### src/design/mss_pkg.sv
// shared types, constants and the remainder step function for the shard selector
// no dependencies
package mss_pkg;

	localparam int KEY_W          = 64;
	localparam int BYTE_W         = 8;
	localparam int REM_STAGES     = KEY_W / BYTE_W;
	localparam int WEIGHT_W       = 9;
	localparam int SHARD_W        = 16;
	localparam int SLOT_IDX_W     = 8;
	localparam int FIFO_DEPTH     = 4;
	localparam int DEF_SLOT_DEPTH = 256;
	localparam int DEF_SHARD_BITS = 16;

	// configuration register indexes
	localparam logic CFG_WEIGHT_TOTAL   = 1'b0;
	localparam logic CFG_KEY_WIDTH_MODE = 1'b1;

	// key width modes
	localparam logic [1:0] KEY_MODE_8  = 2'd0;
	localparam logic [1:0] KEY_MODE_16 = 2'd1;
	localparam logic [1:0] KEY_MODE_32 = 2'd2;
	localparam logic [1:0] KEY_MODE_64 = 2'd3;

	// item opcodes
	localparam logic OP_LOAD   = 1'b0;
	localparam logic OP_SELECT = 1'b1;

	// item travelling through the remainder pipeline
	typedef struct packed {
		logic                  sel;
		logic [SLOT_IDX_W-1:0] slot_index;
		logic [SHARD_W-1:0]    slot_shard;
		logic [KEY_W-1:0]      key;
		logic [WEIGHT_W-1:0]   rem;
		logic                  last;
	} fe_item_t;

	// item held in the queue between front and back
	typedef struct packed {
		logic                  sel;
		logic [SLOT_IDX_W-1:0] slot_index;
		logic [SHARD_W-1:0]    slot_shard;
		logic [WEIGHT_W-1:0]   rem;
		logic                  last;
	} q_item_t;

	// shifts one key byte into a running remainder, one restoring step per bit
	function automatic logic [WEIGHT_W-1:0] rem_byte(input logic [WEIGHT_W-1:0] r_in,
			input logic [BYTE_W-1:0] b, input logic [WEIGHT_W-1:0] w);
		logic [WEIGHT_W:0]   t;
		logic [WEIGHT_W-1:0] r;
		r = r_in;
		for (int j = BYTE_W - 1; j >= 0; j--) begin
			t = {r, b[j]};
			if (t >= {1'b0, w})
				t = t - {1'b0, w};
			r = t[WEIGHT_W-1:0];
		end
		return r;
	endfunction

endpackage

### src/design/mss_fifo.sv
// short queue decoupling the remainder pipeline from the table access
// depends on mss_pkg
module mss_fifo import mss_pkg::*; (
	input  logic    clk,
	input  logic    arst_n,
	input  logic    push,
	input  q_item_t push_item,
	output logic    full,
	input  logic    pop,
	output q_item_t pop_item,
	output logic    empty
);

	localparam int PW = $clog2(FIFO_DEPTH);

	q_item_t       mem_q [FIFO_DEPTH];
	logic [PW-1:0] wr_ptr_q;
	logic [PW-1:0] rd_ptr_q;
	logic [PW:0]   count_q;

	assign full     = (count_q == (PW+1)'(FIFO_DEPTH));
	assign empty    = (count_q == '0);
	assign pop_item = mem_q[rd_ptr_q];

	// pointers and fill count
	always_ff @(posedge clk or negedge arst_n) begin
		if (!arst_n) begin
			wr_ptr_q <= '0;
			rd_ptr_q <= '0;
			count_q  <= '0;
		end else begin
			if (push)
				wr_ptr_q <= wr_ptr_q + 1'b1;
			if (pop)
				rd_ptr_q <= rd_ptr_q + 1'b1;
			if (push && !pop)
				count_q <= count_q + 1'b1;
			else if (pop && !push)
				count_q <= count_q - 1'b1;
		end
	end

	always_ff @(posedge clk) begin
		if (push)
			mem_q[wr_ptr_q] <= push_item;
	end

endmodule

### config.mk
export PLATFORM = sky130hd
export DESIGN_NAME = mss_fifo
export DESIGN_NICKNAME = d
export VERILOG_FILES = /design/src/design/mss_pkg.sv /design/src/design/mss_fifo.sv
export SDC_FILE = /design/constraint.sdc
export NUM_CORES = 1
export LEC_CHECK = 0
export ABC_AREA = 1
export BUFFER_PORTS_ARGS = -buffer_cell sky130_fd_sc_hd__buf_4
export CAP_MARGIN = 20
export CELL_PAD_IN_SITES_DETAIL_PLACEMENT = 1
export CELL_PAD_IN_SITES_GLOBAL_PLACEMENT = 2
export CORE_MARGIN = 2
export CORE_UTILIZATION = 43
export CTS_CLUSTER_SIZE = 12
export DETAILED_ROUTE_END_ITERATION = 8
export HOLD_SLACK_MARGIN = 0.05
export PLACE_DENSITY = 0.95
export SYNTH_ARGS = -nofsm -noshare
export SYNTH_HDL_FRONTEND = slang
export SYNTH_SLANG_ARGS = --single-unit
### constraint.sdc
create_clock -name clk -period 3.5 [get_ports clk]
set_input_delay 0.875 -clock clk [delete_from_list [all_inputs] [get_ports clk]]
set_output_delay 0.875 -clock clk [all_outputs]
set_load 0.01 [all_outputs]
==> impl_metrics.py <==
metrics = {
    "critical_path": {
        "cp-end-kind": "output port",
        "reg2reg_from": "wr_ptr_q[0]$_DFFE_PN0P_",
        "slowest_stage": "dfrtp_4",
        "cp.required_ns": 2.62,
        "crit_top_cell": "nand2_1",
        "r2r_end": "mem_q[2][28]$_DFFE_PP_",
        "critPathArrivalTime_ns": 2.23,
        "r2r_slack_ns": 1.69,
        "rr_worst_depth": 4,
        "crit_fanout": 91,
        "cp-startpoint": "rd_ptr_q[0]$_DFFE_PN0P_",
        "crit_family": "flip-flops",
        "timing_worst_setup_path_type": "reg2out",
        "start_kind": "flip-flop",
        "path_buf_inv": 2,
        "crit_chain": "buf_12 -> nand2_1 -> o211ai_1 -> nand2_1 -> buf_4",
        "cp_slowest_stage_delay_ns": 1.03,
    },
    "cts": {
        "cts_resized": 0,
        "clk_path_buf_depth": 2,
        "clk_latency_ns": 0.41,
        "clk_pin_slew_ns": 0.05,
        "cts_setup_buffers": 0,
        "htreeDepth": 4,
        "cts-root-buf": "clkbuf_16",
        "cts_made_buffers": 17,
        "postCtsHoldBufs": 0,
        "clock-sinks": 147,
        "cts_tree": "yes",
    },
    "global_route": {
        "antenna_found_initial": 0,
        "gr-total-overflow": 0,
        "grt_pass1_wl_um": 19100,
        "grt_max_degree": 92,
        "grtUsageTotal_pct": 17.4,
        "grt_pass1_vias": 3850,
    },
    "power": {
        "switching_share_pct": 33.1,
        "clkPwrFrac_pct": 26.7,
        "cellPowerDensity_mw_per_mm2": 867,
        "ir_drop_mv": 0.422,
        "power_frac_seq_pct": 41.6,
        "power.internal_uw": 4160,
        "comb_power_share_pct": 31.8,
        "p_leak_uw": 0.00290,
        "power_switching_uw": 2060,
    },
    "yosys": {
        "syn_area_per_cell_um2": 13.2,
        "yosys.cell_types.count": 19,
        "synth_flop_cell": "edfxtp_1",
        "syn_nets": 501,
        "synth_edf_count": 140,
        "async_reset_ff_share_pct": 4.76,
        "synth_xor_area_share_pct": 0.584,
        "synth_area_mm2": 0.00600,
        "yosys_warnings": 0,
        "synth_fa_ha_area_share_pct": 1.38,
        "synth-compound-area-share_pct": 9.01,
        "synth_cells": 456,
        "synthMuxAreaShare_pct": 0,
        "synth_top_family_by_area": "compound AO/OA/AOI/OAI gates",
        "yosysSeqAreaShare_pct": 73.0,
        "synth_simple_gate_area_share_pct": 7.74,
        "ys_ff_latch": 147,
    },
    "drt": {
        "ant_nets": 0,
        "wl_per_cell_um": 17.2,
        "wl_um": 12400,
        "routed_via_density": 4.95,
        "vias": 3568,
        "drt_first_pass_iters": 4,
        "remaining_drc_errors": 0,
        "drt_iter0_markers": 201,
    },
    "placement": {
        "place_ws_ns": 0.837,
        "io_buffers": 75,
        "place_area_mm2": 0.00663,
        "place_congestion": 0.669,
        "dp_hpwl_um": 7200,
    },
    "sta": {
        "max_freq_mhz": 322,
        "fin_ws_ns": 0.391,
        "finalCriticalPeriod_ns": 3.11,
        "slew_headroom_pct": 38.5,
        "rsz0062_at_grt": "no",
        "setup_viol": 0,
        "tns_ns": 0,
        "hold_viol": 0,
        "finalCritPeriodShare_pct": 88.8,
        "finalMaxSlewViolations": 0,
        "tightest_slew_ns": 0.921,
        "skew_ns": 0.00770,
    },
    "floorplanning": {
        "die-area_mm2": 0.0149,
        "pin_count": 76,
        "rows": 43,
        "die_h_um": 122,
        "core_area_mm2": 0.0138,
        "chipWidth_um": 122,
        "start_util_pct": 43.6,
    },
    "hold_path": {
        "min_path_type": "in2async",
    },
    "status": {
        "status": "finished, final reports clean",
    },
    "cells_and_area": {
        "antenna_cells": 0,
        "final_common_cell": "edfxtp_1",
        "finish.utilization_pct": 52.0,
        "nNetsFinal": 573,
        "area_delta_synth_final_pct": 19.5,
        "layout-drive-gt1-share_pct": 19.6,
        "mostFrequentLayoutCells": "edfxtp_1, nand2_1, inv_1, buf_4, o211ai_1",
        "final_area_mm2": 0.00717,
        "nFillCells": 1434,
    },
    "flow_run": {
        "max_cap_violations": 0,
    },
}
-- worst max path at each step --
stage                                       end  slack (ns)  cells past startpoint
final                               pop_item[0]        0.39                      5
after global routing               pop_item[24]        0.23                      5
after CTS                           pop_item[0]        0.38                      5
after detailed placement           pop_item[24]        0.84                      5
after global placement             pop_item[30]        0.92                      5
after floorplan           mem_q[0][0]$_DFFE_PP_        1.25                      3
-- synth_stat cells, types with 2 or more instances --
| master | count | area (µm²) |
|---|---|---|
| buf_4 | 3 | 22.5 |
| xor2_1 | 3 | 26.3 |
| buf_6 | 10 | 113 |
| edfxtp_1 | 140 | 4200 |
| nand2_1 | 118 | 443 |
| o211ai_1 | 68 | 510 |
| inv_1 | 81 | 304 |
| ha_1 | 5 | 62.6 |
| o211ai_2 | 2 | 25.0 |
| dfrtp_1 | 7 | 175 |
| buf_2 | 10 | 50.1 |
| nor3_1 | 2 | 10.0 |
-- sequential cells by signal, indices dropped and copies added, names as in the netlist --
register,cells
mem_q,140
wr_ptr_q,2
count_q,3
rd_ptr_q,2
-- power by group through the flow --
stage	combinational, µW	clock (µW)	sequential, µW
2_1_floorplan	1380	0	2420
3_3_place_gp	1930	0	2580
3_5_place_dp	2010	0	2620
4_1_cts	2030	1680	2580
5_1_grt	2200	1740	2630
6_report	1980	1660	2580
-- metal layers --
layer | vias up | part of all wire, % | GRT usage (%)
met1 | 1767 | 43 | 20.9
met3 | 11 | 4.1 | 4.26
met2 | 74 | 52 | 30.4
met4 | 0 | 1.3 | 6.68
li1 | 1716 | - | -
met5 | - | 0 | 0
-- stage by stage --
step,hold slack (ns),cells,power (µW)
after global routing,0.255,721,6560
after global placement,0.481,689,4520
after floorplan,0.463,456,3810
after CTS,0.248,721,6300
final,0.263,721,6220
after detailed placement,0.511,689,4630
-- kinds of logic (layout without fill, tap and decap cells) --
logic type / Yosys count / count (layout)
compound gates: 71 / 71
xor+xnor: 4 / 4
fa+ha+maj: 6 / 6
buf+inv: 106 / 191
flops: 147 / 147
simple gates: 122 / 122
-- cell type report --
class	count	area [µm²]	area share (%)
Sequential cell	147	4380	61.2
Multi-Input combinational cell	203	1120	15.7
Timing Repair Buffer	77	591	8.24
Clock buffer	23	448	6.25
Inverter	82	308	4.30
Tap cell	180	225	3.14
Clock inverter	9	87.6	1.22
Power figures use the tool's default switching activity.
