## src/design/mss_pkg.sv

```systemverilog
// shared types, constants and the remainder step function for the shard selector
// no dependencies
package mss_pkg;

	localparam int KEY_W          = 64;
	localparam int BYTE_W         = 8;
	localparam int REM_STAGES     = KEY_W / BYTE_W;
	localparam int WEIGHT_W       = 9;
	localparam int SHARD_W        = 16;
	localparam int SLOT_IDX_W     = 8;
	localparam int FIFO_DEPTH     = 4;
	localparam int DEF_SLOT_DEPTH = 256;
	localparam int DEF_SHARD_BITS = 16;

	// configuration register indexes
	localparam logic CFG_WEIGHT_TOTAL   = 1'b0;
	localparam logic CFG_KEY_WIDTH_MODE = 1'b1;

	// key width modes
	localparam logic [1:0] KEY_MODE_8  = 2'd0;
	localparam logic [1:0] KEY_MODE_16 = 2'd1;
	localparam logic [1:0] KEY_MODE_32 = 2'd2;
	localparam logic [1:0] KEY_MODE_64 = 2'd3;

	// item opcodes
	localparam logic OP_LOAD   = 1'b0;
	localparam logic OP_SELECT = 1'b1;

	// item travelling through the remainder pipeline
	typedef struct packed {
		logic                  sel;
		logic [SLOT_IDX_W-1:0] slot_index;
		logic [SHARD_W-1:0]    slot_shard;
		logic [KEY_W-1:0]      key;
		logic [WEIGHT_W-1:0]   rem;
		logic                  last;
	} fe_item_t;

	// item held in the queue between front and back
	typedef struct packed {
		logic                  sel;
		logic [SLOT_IDX_W-1:0] slot_index;
		logic [SHARD_W-1:0]    slot_shard;
		logic [WEIGHT_W-1:0]   rem;
		logic                  last;
	} q_item_t;

	// shifts one key byte into a running remainder, one restoring step per bit
	function automatic logic [WEIGHT_W-1:0] rem_byte(input logic [WEIGHT_W-1:0] r_in,
			input logic [BYTE_W-1:0] b, input logic [WEIGHT_W-1:0] w);
		logic [WEIGHT_W:0]   t;
		logic [WEIGHT_W-1:0] r;
		r = r_in;
		for (int j = BYTE_W - 1; j >= 0; j--) begin
			t = {r, b[j]};
			if (t >= {1'b0, w})
				t = t - {1'b0, w};
			r = t[WEIGHT_W-1:0];
		end
		return r;
	endfunction

endpackage

```

## src/design/mss_if.sv

```systemverilog
// input and output channel interfaces of the shard selector
// depends on mss_pkg for field widths
interface mss_in_if import mss_pkg::*; ();
	logic                  valid;
	logic                  ready;
	logic                  opcode;
	logic [SLOT_IDX_W-1:0] slot_index;
	logic [SHARD_W-1:0]    slot_shard;
	logic [KEY_W-1:0]      row_key;
	logic                  row_last;

	modport source (output valid, opcode, slot_index, slot_shard, row_key, row_last,
		input ready);
	modport sink (input valid, opcode, slot_index, slot_shard, row_key, row_last,
		output ready);
endinterface


```

## src/design/mss_front.sv

```systemverilog
// front end: accepts items, masks the key and reduces it modulo the weight
// depends on mss_pkg and mss_if
module mss_front import mss_pkg::*; (
	input  logic                clk,
	input  logic                arst_n,
	mss_in_if.sink              in_ch,
	input  logic [WEIGHT_W-1:0] weight_eff,
	input  logic [1:0]          key_mode,
	input  logic                q_full,
	output logic                q_push,
	output q_item_t             q_item
);

	logic     pipe_v_s    [REM_STAGES+1];
	fe_item_t pipe_item_s [REM_STAGES+1];
	fe_item_t stage_nxt   [REM_STAGES];
	logic     adv;
	logic [KEY_W-1:0] key_masked;
	fe_item_t in_item;

	// whole pipeline moves unless its last stage is blocked by a full queue
	assign adv         = !pipe_v_s[REM_STAGES] || !q_full;
	assign in_ch.ready = adv;
	assign q_push      = pipe_v_s[REM_STAGES] && !q_full;

	// key width masking, raw bits with no sign extension
	always_comb begin
		unique case (key_mode)
			KEY_MODE_8:  key_masked = {{(KEY_W-8){1'b0}}, in_ch.row_key[7:0]};
			KEY_MODE_16: key_masked = {{(KEY_W-16){1'b0}}, in_ch.row_key[15:0]};
			KEY_MODE_32: key_masked = {{(KEY_W-32){1'b0}}, in_ch.row_key[31:0]};
			KEY_MODE_64: key_masked = in_ch.row_key;
			default:     key_masked = in_ch.row_key;
		endcase
	end

	always_comb begin
		in_item.sel        = (in_ch.opcode == OP_SELECT);
		in_item.slot_index = in_ch.slot_index;
		in_item.slot_shard = in_ch.slot_shard;
		in_item.key        = key_masked;
		in_item.rem        = '0;
		in_item.last       = in_ch.row_last;
	end

	// next value of each remainder stage, one key byte each, most significant first
	always_comb begin
		for (int i = 0; i < REM_STAGES; i++) begin
			stage_nxt[i]     = pipe_item_s[i];
			stage_nxt[i].key = {pipe_item_s[i].key[KEY_W-BYTE_W-1:0], {BYTE_W{1'b0}}};
			stage_nxt[i].rem = rem_byte(pipe_item_s[i].rem,
				pipe_item_s[i].key[KEY_W-1 -: BYTE_W], weight_eff);
		end
	end

	// stage valid bits
	always_ff @(posedge clk or negedge arst_n) begin
		if (!arst_n) begin
			for (int i = 0; i <= REM_STAGES; i++)
				pipe_v_s[i] <= 1'b0;
		end else if (adv) begin
			pipe_v_s[0] <= in_ch.valid;
			for (int i = 0; i < REM_STAGES; i++)
				pipe_v_s[i+1] <= pipe_v_s[i];
		end
	end

	// entry stage and remainder stages
	always_ff @(posedge clk) begin
		if (adv) begin
			pipe_item_s[0] <= in_item;
			for (int i = 0; i < REM_STAGES; i++)
				pipe_item_s[i+1] <= stage_nxt[i];
		end
	end

	// hand-off to the queue
	always_comb begin
		q_item.sel        = pipe_item_s[REM_STAGES].sel;
		q_item.slot_index = pipe_item_s[REM_STAGES].slot_index;
		q_item.slot_shard = pipe_item_s[REM_STAGES].slot_shard;
		q_item.rem        = pipe_item_s[REM_STAGES].rem;
		q_item.last       = pipe_item_s[REM_STAGES].last;
	end

endmodule

```

## src/flat_wrapper.sv

```systemverilog
// flat-port wrapper written by rule: the top's interface ports become plain ports
module mss_front_flat import mss_pkg::*;
  (clk, arst_n, weight_eff, key_mode, q_full, q_push, q_item, in_ch_valid, in_ch_opcode, in_ch_slot_index, in_ch_slot_shard, in_ch_row_key, in_ch_row_last, in_ch_ready);
  mss_in_if in_ch_i ();
  input  logic clk;
  input  logic arst_n;
  input  logic [WEIGHT_W-1:0] weight_eff;
  input  logic [1:0] key_mode;
  input  logic q_full;
  output logic q_push;
  output q_item_t q_item;
  input wire logic [$bits(in_ch_i.valid)-1:0] in_ch_valid;
  input wire logic [$bits(in_ch_i.opcode)-1:0] in_ch_opcode;
  input wire logic [$bits(in_ch_i.slot_index)-1:0] in_ch_slot_index;
  input wire logic [$bits(in_ch_i.slot_shard)-1:0] in_ch_slot_shard;
  input wire logic [$bits(in_ch_i.row_key)-1:0] in_ch_row_key;
  input wire logic [$bits(in_ch_i.row_last)-1:0] in_ch_row_last;
  output wire logic [$bits(in_ch_i.ready)-1:0] in_ch_ready;
  assign in_ch_i.valid = in_ch_valid;
  assign in_ch_i.opcode = in_ch_opcode;
  assign in_ch_i.slot_index = in_ch_slot_index;
  assign in_ch_i.slot_shard = in_ch_slot_shard;
  assign in_ch_i.row_key = in_ch_row_key;
  assign in_ch_i.row_last = in_ch_row_last;
  assign in_ch_ready = in_ch_i.ready;
  mss_front u_core (.clk(clk), .arst_n(arst_n), .in_ch(in_ch_i), .weight_eff(weight_eff), .key_mode(key_mode), .q_full(q_full), .q_push(q_push), .q_item(q_item));
endmodule
```

## config.mk

```make
export PLATFORM = sky130hd
export DESIGN_NAME = mss_front_flat
export DESIGN_NICKNAME = d
export VERILOG_FILES = /design/src/design/mss_pkg.sv /design/src/design/mss_if.sv /design/src/design/mss_front.sv /design/src/flat_wrapper.sv
export SDC_FILE = /design/constraint.sdc
export NUM_CORES = 2
export LEC_CHECK = 0
export BUFFER_PORTS_ARGS = -buffer_cell sky130_fd_sc_hd__clkbuf_2
export CAP_MARGIN = 20
export CELL_PAD_IN_SITES_DETAIL_PLACEMENT = 1
export CELL_PAD_IN_SITES_GLOBAL_PLACEMENT = 1
export CORE_MARGIN = 10
export CORE_UTILIZATION = 30
export CTS_CLUSTER_DIAMETER = 100
export CTS_CLUSTER_SIZE = 28
export DETAILED_ROUTE_END_ITERATION = 10
export PLACE_DENSITY = 0.5
export SLEW_MARGIN = 20
export SYNTH_ARGS = -nofsm -noshare
export SYNTH_HDL_FRONTEND = slang
export SYNTH_SLANG_ARGS = --single-unit
```

## constraint.sdc

```tcl
create_clock -name clk -period 22.2 [get_ports clk]
set_clock_uncertainty 0.05 [all_clocks]
set_input_delay 1.11 -clock clk [delete_from_list [all_inputs] [get_ports clk]]
set_output_delay 1.11 -clock clk [all_outputs]
set_load 0.1 [all_outputs]
```

==> flow_metrics.py <==
metrics = {
    "worst_setup_path": {
        "end_kind": "flip-flop",
        "start_kind": "flip-flop",
        "worstReg2RegStart": "u_core.pipe_item_s[0][271]",
        "required_ns": 22.54,
        "cp-startpoint": "u_core.pipe_item_s[0][271]",
        "critPathMaxFanout": 15,
        "arrival_ns": 21.00,
        "crit_path_max_incr_delay_ns": 0.62,
        "r2r_setup_slack_ns": 1.54,
        "crit_slowest_cell": "edfxtp_1",
        "criticalPathCategory": "flip-flop to flip-flop",
        "cp_common_cell": "a21oi_1",
    },
    "placed_design": {
        "place.gp.congestion": 0.816,
        "io_buffers": 141,
        "pre_cts_ws_ns": 0.589,
        "dp_hpwl_um": 104000,
        "dp_cells": 7032,
    },
    "run": {
        "drv_cap": 0,
    },
    "global_route": {
        "antenna_found_initial": 3,
        "grt.overflow.total": 0,
        "grt_pass1_wl_um": 217000,
        "grt_pass1_vias": 37800,
        "grt_max_degree": 82,
        "track_usage_pct": 14.9,
    },
    "synthesis": {
        "synth_fa_ha_area_share_pct": 17.0,
        "yosysTopAreaCellShare_pct": 36.2,
        "synth_area_sq_um": 49200,
        "synth_xor_area_share_pct": 6.58,
        "ys_seq_elements": 603,
        "postSynthCellCount": 4708,
        "synth_fp_nets": 5445,
        "synth_area_leader_cell": "edfxtp_1",
        "async_reset_ff_share_pct": 1.49,
        "syn_area_per_cell_sq_um": 10.5,
        "synth_top_family_by_area": "adder cells",
        "synthTopCellsByArea": "edfxtp_1 36%, ha_1 14%, mux2_2 6.6%",
        "synthSimpleGateAreaFrac_pct": 11.2,
        "synth_ff_type": "edfxtp_1",
        "synth-edff-count": 594,
        "synth_mux_area_share_pct": 8.91,
        "yosysUniqueCellTypes": 106,
        "ys.warnings.count": 0,
        "synth_compound_area_share_pct": 16.4,
        "ys_seq_area_share_pct": 36.7,
    },
    "routing": {
        "drtIter0Drc": 1560,
        "postRouteAntennaNets": 0,
        "post_drt_wl_per_cell_um": 19.4,
        "drcViolationCount": 0,
        "drt_pass1_iterations": 5,
        "routed_wl_um": 138000,
        "drt-vias-per-instance": 5.07,
        "vias": 36000,
    },
    "timing": {
        "slew_headroom_pct": 32.9,
        "setup_tns_ns": 0,
        "setup_viol": 0,
        "hold_violations": 0,
        "final.period_utilization_pct": 93.1,
        "maxSlewViolCount": 0,
        "worst_slew_pin_slew_ns": 1.01,
        "fin_crit_ns": 20.66,
        "layout_setup_ws_ns": 1.54,
        "fmax_ghz": 0.0484,
    },
    "clock_network": {
        "cts_root_buf": "clkbuf_16",
        "h-tree-depth": 2,
        "cts_tree": "built",
        "cts_buffer_depth": 3,
        "hold_buffers": 0,
        "path_clk_slew_ns": 0.11,
        "clock_latency_ns": 0.64,
        "clock-sinks": 603,
        "cts_buffers": 35,
    },
    "layout": {
        "instances_no_fill": 7092,
        "fin_nets": 5636,
        "drive_gt1_share_pct": 13.6,
        "areaGrowthSynthToFinish_pct": 10.3,
        "final_util_pct": 33.3,
        "diodes": 0,
    },
    "die": {
        "die_h_um": 425,
        "coreArea_sq_um": 163000,
        "rows": 148,
        "dieArea_sq_um": 181000,
        "die_w_um": 425,
        "initial_utilization_pct": 30.2,
        "io_pins": 142,
    },
    "worst_hold_path": {
        "hp-class": "primary input to asynchronous set/reset pin",
    },
    "outcome": {
        "status": "finished, final reports clean",
    },
}
repair_timing:
action                                  CTS  global route
buffers inserted                          0             5
endpoints found under the setup margin    0            18
resized for setup                         0             9
cell usage after synthesis (all sizes together), types with 54 or more instances:
cell and instances:
a21o 189, a21oi 352, edfxtp 594, fa 63
ha 569, inv 282, mux2 294, mux2i 102
nand2 228, nand2b 73, nand4 107, nor2 315
nor2b 115, nor3 57, o21ai 266, o21bai 54
xnor2 222, xor2 148
worst paths after layout:
| check | cells after the start | to |
|---|---|---|
| setup / recovery | 76 | u_core.pipe_item_s[0][303] |
| hold / removal | 1 | u_core.pipe_v_s[8] |
| setup reg to reg | 76 | u_core.pipe_item_s[0][303] |
| hold reg to reg | 0 | u_core.pipe_item_s[0][139] |
| max in group asynchronous | 1 | u_core.pipe_v_s[4] |
| min in group clk | 0 | u_core.pipe_item_s[0][139] |
cells in the final DEF, fill, tap and decap left out, drive strengths merged, types with 13 or more instances in the layout:
cell / count
a211o: 18
a211oi: 49
a21boi: 38
a21o: 189
a21oi: 352
a31oi: 31
and2: 30
and3: 41
buf: 101
clkbuf: 174
edfxtp: 594
fa: 63
ha: 569
inv: 290
mux2: 294
mux2i: 102
nand2: 228
nand2b: 73
nand3: 34
nand4: 107
nor2: 315
nor2b: 115
nor3: 57
o211ai: 35
o21a: 44
o21ai: 266
o21bai: 54
o22ai: 13
o31ai: 26
or2: 25
or3: 25
xnor2: 222
xor2: 148
worst max-delay path: cells and delay by family (launching register included):
family,cells,cell delay [ns]
AO/OA/AOI/OAI,40,10.01
adder cells (fa/ha/maj),9,3.21
buffers and inverters,5,0.84
flip-flops,1,0.62
multiplexers,7,2.51
AND/OR/NAND/NOR,15,3.14
through the flow:
| step | area (sq um) | hold slack, ns |
|---|---|---|
| 2_1_floorplan | 49200 | 0.350 |
| 3_3_place_gp | 53000 | 0.350 |
| 3_5_place_dp | 53000 | 0.355 |
| 4_1_cts | 54200 | 0.212 |
| 5_1_grt | 54300 | 0.228 |
| 6_report | 54300 | 0.258 |
layer usage:
metal / share of wire [%] / global-route usage [%] / wire length (um) / up-vias
met2: 49 / 26.4 / 67500 / 263
met3: 1.9 / 1.33 / 2670 / 106
met1: 47 / 19.6 / 65100 / 17600
met5: 0 / 0 / 0 / -
met4: 1.9 / 3.00 / 2630 / 0
li1: - / - / - / 18000
cell type report:
class,instances,area [sq um]
sequential,603,18100
inverter,282,1080
clock inverter,20,363
multi-input combinational,3737,29600
tap,2175,2720
fill,18300,109000
clock buffer,35,876
timing repair buffer,240,1530
kinds of logic (layout without fill, tap and decap cells):
logic type / Yosys count / in the layout
AND/OR/NAND/NOR: 1101 / 1101
adder cells (fa/ha/maj): 632 / 632
XOR/XNOR: 370 / 370
multiplexers: 396 / 396
AO/OA/AOI/OAI: 1238 / 1238
flip-flops: 603 / 603
buffers and inverters: 368 / 577
state kept, by name, indices dropped and copies added, names as in the netlist:
register	cells
u_core.pipe_item_s	594
u_core.pipe_v_s	9
Power is left out: the tool's default activity adds up to more than one toggle a clock period on the data nets, which glitch-free logic cannot reach.
